<file path="src/rtl/rpbm_pkg.sv">
// Package for the RGB pixel blender: blend mode codes, register indexes,
// reset values and the per-channel blend function.
// No dependencies.
package rpbm_pkg;

    localparam int COORD_WIDTH_DEF = 12;
    localparam int CFG_INDEX_W     = 2;
    localparam int CFG_DATA_W      = 8;

    localparam logic [CFG_INDEX_W-1:0] CFG_IDX_MODE  = 2'd0;
    localparam logic [CFG_INDEX_W-1:0] CFG_IDX_ALPHA = 2'd1;

    localparam logic [3:0] MODE_KEEP    = 4'd0;
    localparam logic [3:0] MODE_REPLACE = 4'd1;
    localparam logic [3:0] MODE_AVG     = 4'd2;
    localparam logic [3:0] MODE_MAX     = 4'd3;
    localparam logic [3:0] MODE_ADD     = 4'd4;
    localparam logic [3:0] MODE_SUB_DS  = 4'd5;
    localparam logic [3:0] MODE_SUB_SD  = 4'd6;
    localparam logic [3:0] MODE_ROWS    = 4'd7;
    localparam logic [3:0] MODE_CHECKER = 4'd8;
    localparam logic [3:0] MODE_XOR     = 4'd9;
    localparam logic [3:0] MODE_ALPHA   = 4'd10;
    localparam logic [3:0] MODE_MUL     = 4'd11;
    localparam logic [3:0] MODE_SLOT    = 4'd12;
    localparam logic [3:0] MODE_MIN     = 4'd13;

    localparam logic [3:0] MODE_RESET  = MODE_REPLACE;
    localparam logic [7:0] ALPHA_RESET = 8'd128;

    typedef struct packed {
        logic [7:0] red;
        logic [7:0] green;
        logic [7:0] blue;
    } t_rgb;

    // floor(n / 255) for n up to 255 * 255
    function automatic logic [7:0] div255(input logic [15:0] n);
        logic [16:0] t;
        t = {1'b0, n} + {9'd0, n[15:8]} + 17'd1;
        return t[15:8];
    endfunction

    function automatic logic [7:0] blend_channel(
        input logic [7:0] d,
        input logic [7:0] s,
        input logic [3:0] mode,
        input logic [7:0] alpha,
        input logic       even_row,
        input logic       even_cell
    );
        logic [8:0]  sum;
        logic [15:0] mix;
        logic [15:0] prod;
        logic [7:0]  r;
        sum  = {1'b0, d} + {1'b0, s};
        mix  = ({8'd0, s} * {8'd0, alpha}) + ({8'd0, d} * {8'd0, 8'd255 - alpha});
        prod = {8'd0, d} * {8'd0, s};
        unique case (mode)
            MODE_KEEP:    r = d;
            MODE_AVG:     r = sum[8:1];
            MODE_MAX:     r = (d > s) ? d : s;
            MODE_ADD:     r = sum[8] ? 8'hFF : sum[7:0];
            MODE_SUB_DS:  r = (d > s) ? d - s : 8'd0;
            MODE_SUB_SD:  r = (s > d) ? s - d : 8'd0;
            MODE_ROWS:    r = even_row ? s : d;
            MODE_CHECKER: r = even_cell ? s : d;
            MODE_XOR:     r = d ^ s;
            MODE_ALPHA:   r = div255(mix);
            MODE_MUL:     r = div255(prod);
            MODE_MIN:     r = (d < s) ? d : s;
            // replace, buffer slot and unknown codes
            default:      r = s;
        endcase
        return r;
    endfunction

endpackage

</file>
<file path="src/rtl/rpbm_pix_in_if.sv">
// Input pixel channel: destination and source RGB888 plus coordinates.
// Depends on rpbm_pkg for the default coordinate width.
interface rpbm_pix_in_if import rpbm_pkg::*; #(
    parameter int COORD_WIDTH = COORD_WIDTH_DEF
);
    logic                   valid;
    logic                   ready;
    logic [7:0]             dest_red;
    logic [7:0]             dest_green;
    logic [7:0]             dest_blue;
    logic [7:0]             src_red;
    logic [7:0]             src_green;
    logic [7:0]             src_blue;
    logic [COORD_WIDTH-1:0] pixel_x;
    logic [COORD_WIDTH-1:0] pixel_y;

    modport source (
        output valid, dest_red, dest_green, dest_blue,
        output src_red, src_green, src_blue, pixel_x, pixel_y,
        input  ready
    );
    modport sink (
        input  valid, dest_red, dest_green, dest_blue,
        input  src_red, src_green, src_blue, pixel_x, pixel_y,
        output ready
    );
endinterface

</file>
<file path="src/rtl/rpbm_pix_out_if.sv">
// Output pixel channel: blended RGB888.
// No dependencies.
interface rpbm_pix_out_if;
    logic       valid;
    logic       ready;
    logic [7:0] out_red;
    logic [7:0] out_green;
    logic [7:0] out_blue;

    modport source (
        output valid, out_red, out_green, out_blue,
        input  ready
    );
    modport sink (
        input  valid, out_red, out_green, out_blue,
        output ready
    );
endinterface

</file>
<file path="src/rtl/rgb_pixel_blend_modes.sv">
// Channel   Dir  Payload                                   Handshake
// i_pix     in   dest RGB888, src RGB888, pixel_x, pixel_y  valid/ready
// o_pix     out  out RGB888                                valid/ready
// i_cfg_*   in   register index, 8-bit data                write enable only
//
// Two register stages: input register, then blend logic into the result
// register. Throughput is one pixel per cycle while the output is not stalled.
// A stalled output holds its result; the input stage still takes a pixel while
// it is empty. Synchronous active-low reset clears valids and sets the config registers
// (mode = replace, alpha = 128).
// Depends on rpbm_pkg, rpbm_pix_in_if, rpbm_pix_out_if.
module rgb_pixel_blend_modes import rpbm_pkg::*; (
    input  logic                   i_clk,
    input  logic                   i_rst_n,
    input  logic                   i_cfg_we,
    input  logic [CFG_INDEX_W-1:0] i_cfg_index,
    input  logic [CFG_DATA_W-1:0]  i_cfg_data,
    rpbm_pix_in_if.sink            i_pix,
    rpbm_pix_out_if.source         o_pix
);

    logic [3:0] r_mode;
    logic [7:0] r_alpha;

    logic       r_s1_valid;
    t_rgb       r_s1_dst;
    t_rgb       r_s1_src;
    logic       r_s1_even_row;
    logic       r_s1_even_cell;

    logic       r_out_valid;
    t_rgb       r_out;
    t_rgb       n_out;

    logic       s1_adv;
    logic       in_ready;
    logic       in_xfer;

    always_ff @(posedge i_clk) begin
        if (!i_rst_n) begin
            r_mode  <= MODE_RESET;
            r_alpha <= ALPHA_RESET;
        end else if (i_cfg_we) begin
            if (i_cfg_index == CFG_IDX_MODE) begin
                r_mode <= i_cfg_data[3:0];
            end else if (i_cfg_index == CFG_IDX_ALPHA) begin
                r_alpha <= i_cfg_data[7:0];
            end
        end
    end

    assign s1_adv      = !r_out_valid || o_pix.ready;
    assign in_ready    = !r_s1_valid || s1_adv;
    assign in_xfer     = i_pix.valid && in_ready;
    assign i_pix.ready = in_ready;

    always_ff @(posedge i_clk) begin
        if (!i_rst_n) begin
            r_s1_valid <= 1'b0;
        end else if (in_ready) begin
            r_s1_valid <= i_pix.valid;
        end
    end

    always_ff @(posedge i_clk) begin
        if (in_xfer) begin
            r_s1_dst       <= '{red: i_pix.dest_red, green: i_pix.dest_green,
                                blue: i_pix.dest_blue};
            r_s1_src       <= '{red: i_pix.src_red, green: i_pix.src_green,
                                blue: i_pix.src_blue};
            // only the coordinate LSBs matter
            r_s1_even_row  <= ~i_pix.pixel_y[0];
            r_s1_even_cell <= ~(i_pix.pixel_x[0] ^ i_pix.pixel_y[0]);
        end
    end

    always_comb begin
        n_out.red   = blend_channel(r_s1_dst.red, r_s1_src.red, r_mode, r_alpha,
                                    r_s1_even_row, r_s1_even_cell);
        n_out.green = blend_channel(r_s1_dst.green, r_s1_src.green, r_mode, r_alpha,
                                    r_s1_even_row, r_s1_even_cell);
        n_out.blue  = blend_channel(r_s1_dst.blue, r_s1_src.blue, r_mode, r_alpha,
                                    r_s1_even_row, r_s1_even_cell);
    end

    always_ff @(posedge i_clk) begin
        if (!i_rst_n) begin
            r_out_valid <= 1'b0;
        end else if (s1_adv) begin
            r_out_valid <= r_s1_valid;
        end
    end

    always_ff @(posedge i_clk) begin
        if (s1_adv && r_s1_valid) begin
            r_out <= n_out;
        end
    end

    assign o_pix.valid     = r_out_valid;
    assign o_pix.out_red   = r_out.red;
    assign o_pix.out_green = r_out.green;
    assign o_pix.out_blue  = r_out.blue;

endmodule

</file>
<file path="src/flat_wrapper.sv">
// flat-port wrapper written by rule: the top's interface ports become plain ports
module rgb_pixel_blend_modes_flat import rpbm_pkg::*;
  (i_clk, i_rst_n, i_cfg_we, i_cfg_index, i_cfg_data, i_pix_valid, i_pix_dest_red, i_pix_dest_green, i_pix_dest_blue, i_pix_src_red, i_pix_src_green, i_pix_src_blue, i_pix_pixel_x, i_pix_pixel_y, i_pix_ready, o_pix_valid, o_pix_out_red, o_pix_out_green, o_pix_out_blue, o_pix_ready);
  rpbm_pix_in_if #(.COORD_WIDTH((COORD_WIDTH_DEF))) i_pix_i ();
  rpbm_pix_out_if o_pix_i ();
  input  logic i_clk;
  input  logic i_rst_n;
  input  logic i_cfg_we;
  input  logic [CFG_INDEX_W-1:0] i_cfg_index;
  input  logic [CFG_DATA_W-1:0] i_cfg_data;
  input wire logic [$bits(i_pix_i.valid)-1:0] i_pix_valid;
  input wire logic [$bits(i_pix_i.dest_red)-1:0] i_pix_dest_red;
  input wire logic [$bits(i_pix_i.dest_green)-1:0] i_pix_dest_green;
  input wire logic [$bits(i_pix_i.dest_blue)-1:0] i_pix_dest_blue;
  input wire logic [$bits(i_pix_i.src_red)-1:0] i_pix_src_red;
  input wire logic [$bits(i_pix_i.src_green)-1:0] i_pix_src_green;
  input wire logic [$bits(i_pix_i.src_blue)-1:0] i_pix_src_blue;
  input wire logic [$bits(i_pix_i.pixel_x)-1:0] i_pix_pixel_x;
  input wire logic [$bits(i_pix_i.pixel_y)-1:0] i_pix_pixel_y;
  output wire logic [$bits(i_pix_i.ready)-1:0] i_pix_ready;
  output wire logic [$bits(o_pix_i.valid)-1:0] o_pix_valid;
  output wire logic [$bits(o_pix_i.out_red)-1:0] o_pix_out_red;
  output wire logic [$bits(o_pix_i.out_green)-1:0] o_pix_out_green;
  output wire logic [$bits(o_pix_i.out_blue)-1:0] o_pix_out_blue;
  input wire logic [$bits(o_pix_i.ready)-1:0] o_pix_ready;
  assign i_pix_i.valid = i_pix_valid;
  assign i_pix_i.dest_red = i_pix_dest_red;
  assign i_pix_i.dest_green = i_pix_dest_green;
  assign i_pix_i.dest_blue = i_pix_dest_blue;
  assign i_pix_i.src_red = i_pix_src_red;
  assign i_pix_i.src_green = i_pix_src_green;
  assign i_pix_i.src_blue = i_pix_src_blue;
  assign i_pix_i.pixel_x = i_pix_pixel_x;
  assign i_pix_i.pixel_y = i_pix_pixel_y;
  assign i_pix_ready = i_pix_i.ready;
  assign o_pix_valid = o_pix_i.valid;
  assign o_pix_out_red = o_pix_i.out_red;
  assign o_pix_out_green = o_pix_i.out_green;
  assign o_pix_out_blue = o_pix_i.out_blue;
  assign o_pix_i.ready = o_pix_ready;
  rgb_pixel_blend_modes u_core (.i_clk(i_clk), .i_rst_n(i_rst_n), .i_cfg_we(i_cfg_we), .i_cfg_index(i_cfg_index), .i_cfg_data(i_cfg_data), .i_pix(i_pix_i), .o_pix(o_pix_i));
endmodule
</file>
<file path="config.mk">
export PLATFORM = sky130hd
export DESIGN_NAME = rgb_pixel_blend_modes_flat
export DESIGN_NICKNAME = d
export VERILOG_FILES = /design/src/rtl/rpbm_pkg.sv /design/src/rtl/rpbm_pix_in_if.sv /design/src/rtl/rpbm_pix_out_if.sv /design/src/rtl/rgb_pixel_blend_modes.sv /design/src/flat_wrapper.sv
export SDC_FILE = /design/constraint.sdc
export NUM_CORES = 2
export LEC_CHECK = 0
export BUFFER_PORTS_ARGS = -buffer_cell sky130_fd_sc_hd__buf_2
export CAP_MARGIN = 20
export CELL_PAD_IN_SITES_DETAIL_PLACEMENT = 0
export CELL_PAD_IN_SITES_GLOBAL_PLACEMENT = 2
export CORE_MARGIN = 4
export CORE_UTILIZATION = 41
export CTS_CLUSTER_SIZE = 40
export DETAILED_ROUTE_END_ITERATION = 10
export PLACE_DENSITY = 0.92
export SLEW_MARGIN = 20
export SYNTH_ARGS = -nofsm -noshare
export SYNTH_HDL_FRONTEND = slang
export SYNTH_SLANG_ARGS = --single-unit
</file>
<file path="constraint.sdc">
create_clock -name i_clk -period 9.35 [get_ports i_clk]
set_input_delay 0.4675 -clock i_clk [delete_from_list [all_inputs] [get_ports i_clk]]
set_output_delay 0.4675 -clock i_clk [all_outputs]
set_load 0.05 [all_outputs]
</file>
==> results by stage <==
Outcome:
- The run finished with clean final reports.

Clocking:
- The number of H-tree branching levels is 3.
- The clock-pin slew reported for the worst setup and hold paths after clock tree synthesis is 90 ps.
- The post-cts hold buffer count is 0.
- The clock passes through at most 2 buffers.
- Gates resized during post-CTS repair numbered 0.
- The CTS sink count is 88.
- For the worst-skew pair, the clock arrives at the later sink with an insertion delay of 400 ps.
- TritonCTS built the clock tree.
- The tree is rooted in a sky130_fd_sc_hd__clkbuf_16.
- The clock buffer count from CTS is 9.
- Once the clock tree was built, the setup fixing pass inserted 0 buffers.

Hold path:
- In this run the worst hold path is classified as in2reg.

Yosys:
- The count of cell types in the netlist is 103.
- In the synthesized netlist the async set-or-reset flop fraction comes to 0%.
- The average instance in the mapped netlist occupies 8.499 um^2.
- Synthesis produced 3397 cells.
- Sequential elements use 8.667% of the synthesized area.
- Yosys printed 0 warnings.
- Yosys mapped a number of flops with a built-in enable equal to 74.
- In the post-synthesis netlist, the biggest area contributors are sky130_fd_sc_hd__fa_1 28%, sky130_fd_sc_hd__ha_1 17%, sky130_fd_sc_hd__inv_1 8.6%.
- The register bit count reported by yosys is 88.
- The combined area of all synthesized cells is 28870 um^2.
- The area share of the largest cell type after synthesis is 28.08%.
- The most common flop cell mapped by yosys is sky130_fd_sc_hd__edfxtp_1.
- The largest total area in the synthesized netlist belongs to sky130_fd_sc_hd__fa_1.

Timing:
- The clock period could shrink to 8518 ps.
- Adding up every negative setup slack in the final design gives 0 ps.
- Setup violations remaining at the end of the flow were counted as 0.
- The number of pins with negative max-slew slack in the final report came to 0.
- The final hold violation count was 0.
- The measured slew at the worst slew-check pin is 1110 ps.
- The final hold slack is 242.1 ps.
- Based on the critical path, the design can be clocked at up to 117.4 MHz.
- After layout, the worst path uses 91.11% of the clock period.
- Setup repair after global routing left no endpoint under its margin.
- Measured against its own limit, the worst slew margin works out to 25.84%.
- For the final database, setup skew stands at 13.03 ps.

Floorplanning:
- The core area is 69910 um^2.
- The die outline width is 273.4 um.
- The height of the die is 273.4 um.
- The count of standard-cell rows is 97.
- The I/O pin count is 113.
- The die area is 74730 um^2.
- The initial utilization of the core area, before any placement, comes to 41.30%.

Layout:
- The final standard cell count with taps included and fillers excluded is 4391.
- The synthesis-to-layout area growth is 7.211%.
- The multi-input gate area in the final layout is 23360 um^2.
- The sequential standard cell area is 2512 um^2.
- The count of filler cells inserted in the layout is 7006.
- The top cell types in the final layout, fill and taps aside, are 664 x sky130_fd_sc_hd__inv_1, 405 x sky130_fd_sc_hd__fa_1, 402 x sky130_fd_sc_hd__ha_1.
- The most common library cell in the layout ignoring fill and taps is sky130_fd_sc_hd__inv_1.
- The proportion of layout cells with a drive suffix above 1 is 7.186%.
- 0 antenna diodes ended up in the layout.
- For this run, the post-layout net count is 4340.

Route:
- Once detail routing completed, the nets flagged for antenna violations numbered 0.
- For this block, the routed nets add up to 90.29 mm of wire.
- The routed wirelength normalized by instance count is 20.56 um.
- In this run, the number of DRC markers left after iteration 0 of detailed routing was 1545.
- Using the TritonRoute via totals, the vias-per-cell ratio works out to 5.427.
- The total number of vias is 23830.
- The total DRC errors in the routed layout is 0.
- The first detailed-routing pass took 6 iterations.

GRT:
- The number of global-route vias before repair is 24580.
- Entering global routing, the biggest net connects 51 pins.
- The number of antenna violations at the first check in global routing is 1.
- The total congestion overflow after global routing is 0.
- The wire length of the first global-routing pass is 141.7 mm.
- The global router's overall resource usage is 24.45%.

Power:
- Dividing total power by cell area gives a power density of 388.3 nW/um^2.
- The analysis attributes to cell leakage a power of 0.01534 uW.
- Across the VDD grid, the largest voltage drop is 0.0003961 V.

Place:
- The half-perimeter wire length of the detailed placement result is 71.81 mm.
- The instance count after placement with tap cells included is 4374.
- The final estimated routing congestion in global placement is 0.9341.
- The count of buffers from port buffering is 90.

Flow run:
- The reported max-cap violation count is 0.

Setup path:
- The worst setup path is launched from a register.
- The maximum fanout encountered on the critical timing path is 38.
- The critical path class is reg2reg.
- Data on the critical path arrives at its endpoint at 8640 ps.
- The endpoint type of the worst setup path is a register.
- At the worst endpoint, the required time is 9470 ps.
-- metal layers --
metal | track usage, % | wire length (um)
met3 | 2.393 | 4983
met2 | 41.73 | 42980
met4 | 7.883 | 3172
met5 | 0 | 0
met1 | 32.76 | 39160
-- flip-flops by register name (all words and copies together) (netlist names) --
register                cells
u_core.o_pix.out_green      8
u_core.r_mode               4
u_core.r_s1_dst            24
u_core.r_s1_valid           1
u_core.r_s1_even_row        1
u_core.o_pix.valid          1
u_core.o_pix.out_blue       8
u_core.r_s1_even_cell       1
u_core.r_alpha              8
u_core.o_pix.out_red        8
u_core.r_s1_src            24
-- cells in the mapped netlist (all sizes together) (12+ instances only) --
| cell | count |
|---|---|
| inv | 672 |
| fa | 405 |
| ha | 402 |
| nor2 | 332 |
| nand2 | 222 |
| and2 | 126 |
| clkbuf | 121 |
| a21oi | 118 |
| o21ai | 99 |
| nand2b | 91 |
| xnor2 | 90 |
| edfxtp | 74 |
| a21o | 42 |
| nor2b | 40 |
| xor2 | 36 |
| o21a | 33 |
| nand3 | 32 |
| nor3 | 30 |
| a221oi | 29 |
| a211oi | 26 |
| o211ai | 26 |
| o221ai | 22 |
| o22ai | 20 |
| mux2i | 19 |
| o31ai | 17 |
| or3 | 17 |
| or2 | 16 |
| dfxtp | 14 |
| nand4 | 14 |
| a31oi | 13 |
| clkinv | 13 |
| nor3b | 12 |
| o21bai | 12 |
-- power by group --
| part | switching [uW] | total [uW] | internal [uW] |
|---|---|---|---|
| clock network | 215 | 404 | 190 |
| registers | 59.3 | 517 | 457 |
| logic | 6580 | 11100 | 4520 |
| total | 6850 | 12000 | 5170 |
-- worst max-delay path, stage by stage (launching register included) --
cell and delay (ps):
sky130_fd_sc_hd__dfxtp_2 980, sky130_fd_sc_hd__nand2_1 180, sky130_fd_sc_hd__fa_1 550, sky130_fd_sc_hd__fa_1 520, sky130_fd_sc_hd__fa_1 520, sky130_fd_sc_hd__inv_1 50
sky130_fd_sc_hd__fa_1 560, sky130_fd_sc_hd__fa_1 440, sky130_fd_sc_hd__fa_1 450, sky130_fd_sc_hd__ha_1 490, sky130_fd_sc_hd__a21o_1 180, sky130_fd_sc_hd__nor2_1 50
sky130_fd_sc_hd__a21oi_1 300, sky130_fd_sc_hd__o21ai_0 140, sky130_fd_sc_hd__a21boi_0 470, sky130_fd_sc_hd__nor2_1 130, sky130_fd_sc_hd__ha_1 220, sky130_fd_sc_hd__a2111oi_0 410
sky130_fd_sc_hd__o21a_1 240, sky130_fd_sc_hd__o31ai_1 90, sky130_fd_sc_hd__a31oi_1 290, sky130_fd_sc_hd__a211oi_2 110, sky130_fd_sc_hd__and3_1 210, sky130_fd_sc_hd__a2111oi_2 430
sky130_fd_sc_hd__o22ai_1 180
-- final timing paths --
path,start,to,slack (ps),cells past startpoint
hold reg to reg,u_core.r_s1_valid,u_core.o_pix.valid,530,1
hold / removal,i_pix_dest_blue[4],u_core.r_s1_dst[4],240,1
setup reg to reg,u_core.r_alpha[1],u_core.o_pix.out_blue[1],830,24
setup / recovery,u_core.r_alpha[1],u_core.o_pix.out_blue[1],830,24
-- logic make-up after synthesis --
| kind of cell | synth area share, % |
|---|---|
| AOI/OAI and AO/OA | 14.21 |
| xor gates and xnor gates | 4.061 |
| adders and majority gates | 45.54 |
| buffers and inverters | 10.59 |
| DFF | 8.667 |
| muxes | 0.6977 |
| other | 0.01299 |
| and+or+nand+nor | 16.23 |
-- through the flow --
step / cell area [um^2] / worst slack [ps] / total power, uW / util, %
finish: 30950 / 831.5 / 12020 / 44.28
global route: 30950 / 251.0 / 13370 / 44.28
CTS: 30920 / 907.6 / 11980 / 44.23
detailed placement: 30620 / 947.7 / 11490 / 43.80
global placement: 30620 / 1003 / 11440 / 43.80
floorplan: 28880 / 1887 / 8993 / -
-- cell type report --
class / count / share of cell area, %
Multi-Input combinational cell: 2499 / 75.48
Inverter: 685 / 8.307
Sequential cell: 88 / 8.117
Tap cell: 940 / 3.800
Timing Repair Buffer: 163 / 3.331
Clock buffer: 9 / 0.7276
Clock inverter: 7 / 0.2425
No activity file was read; power rests on OpenSTA's default activity.
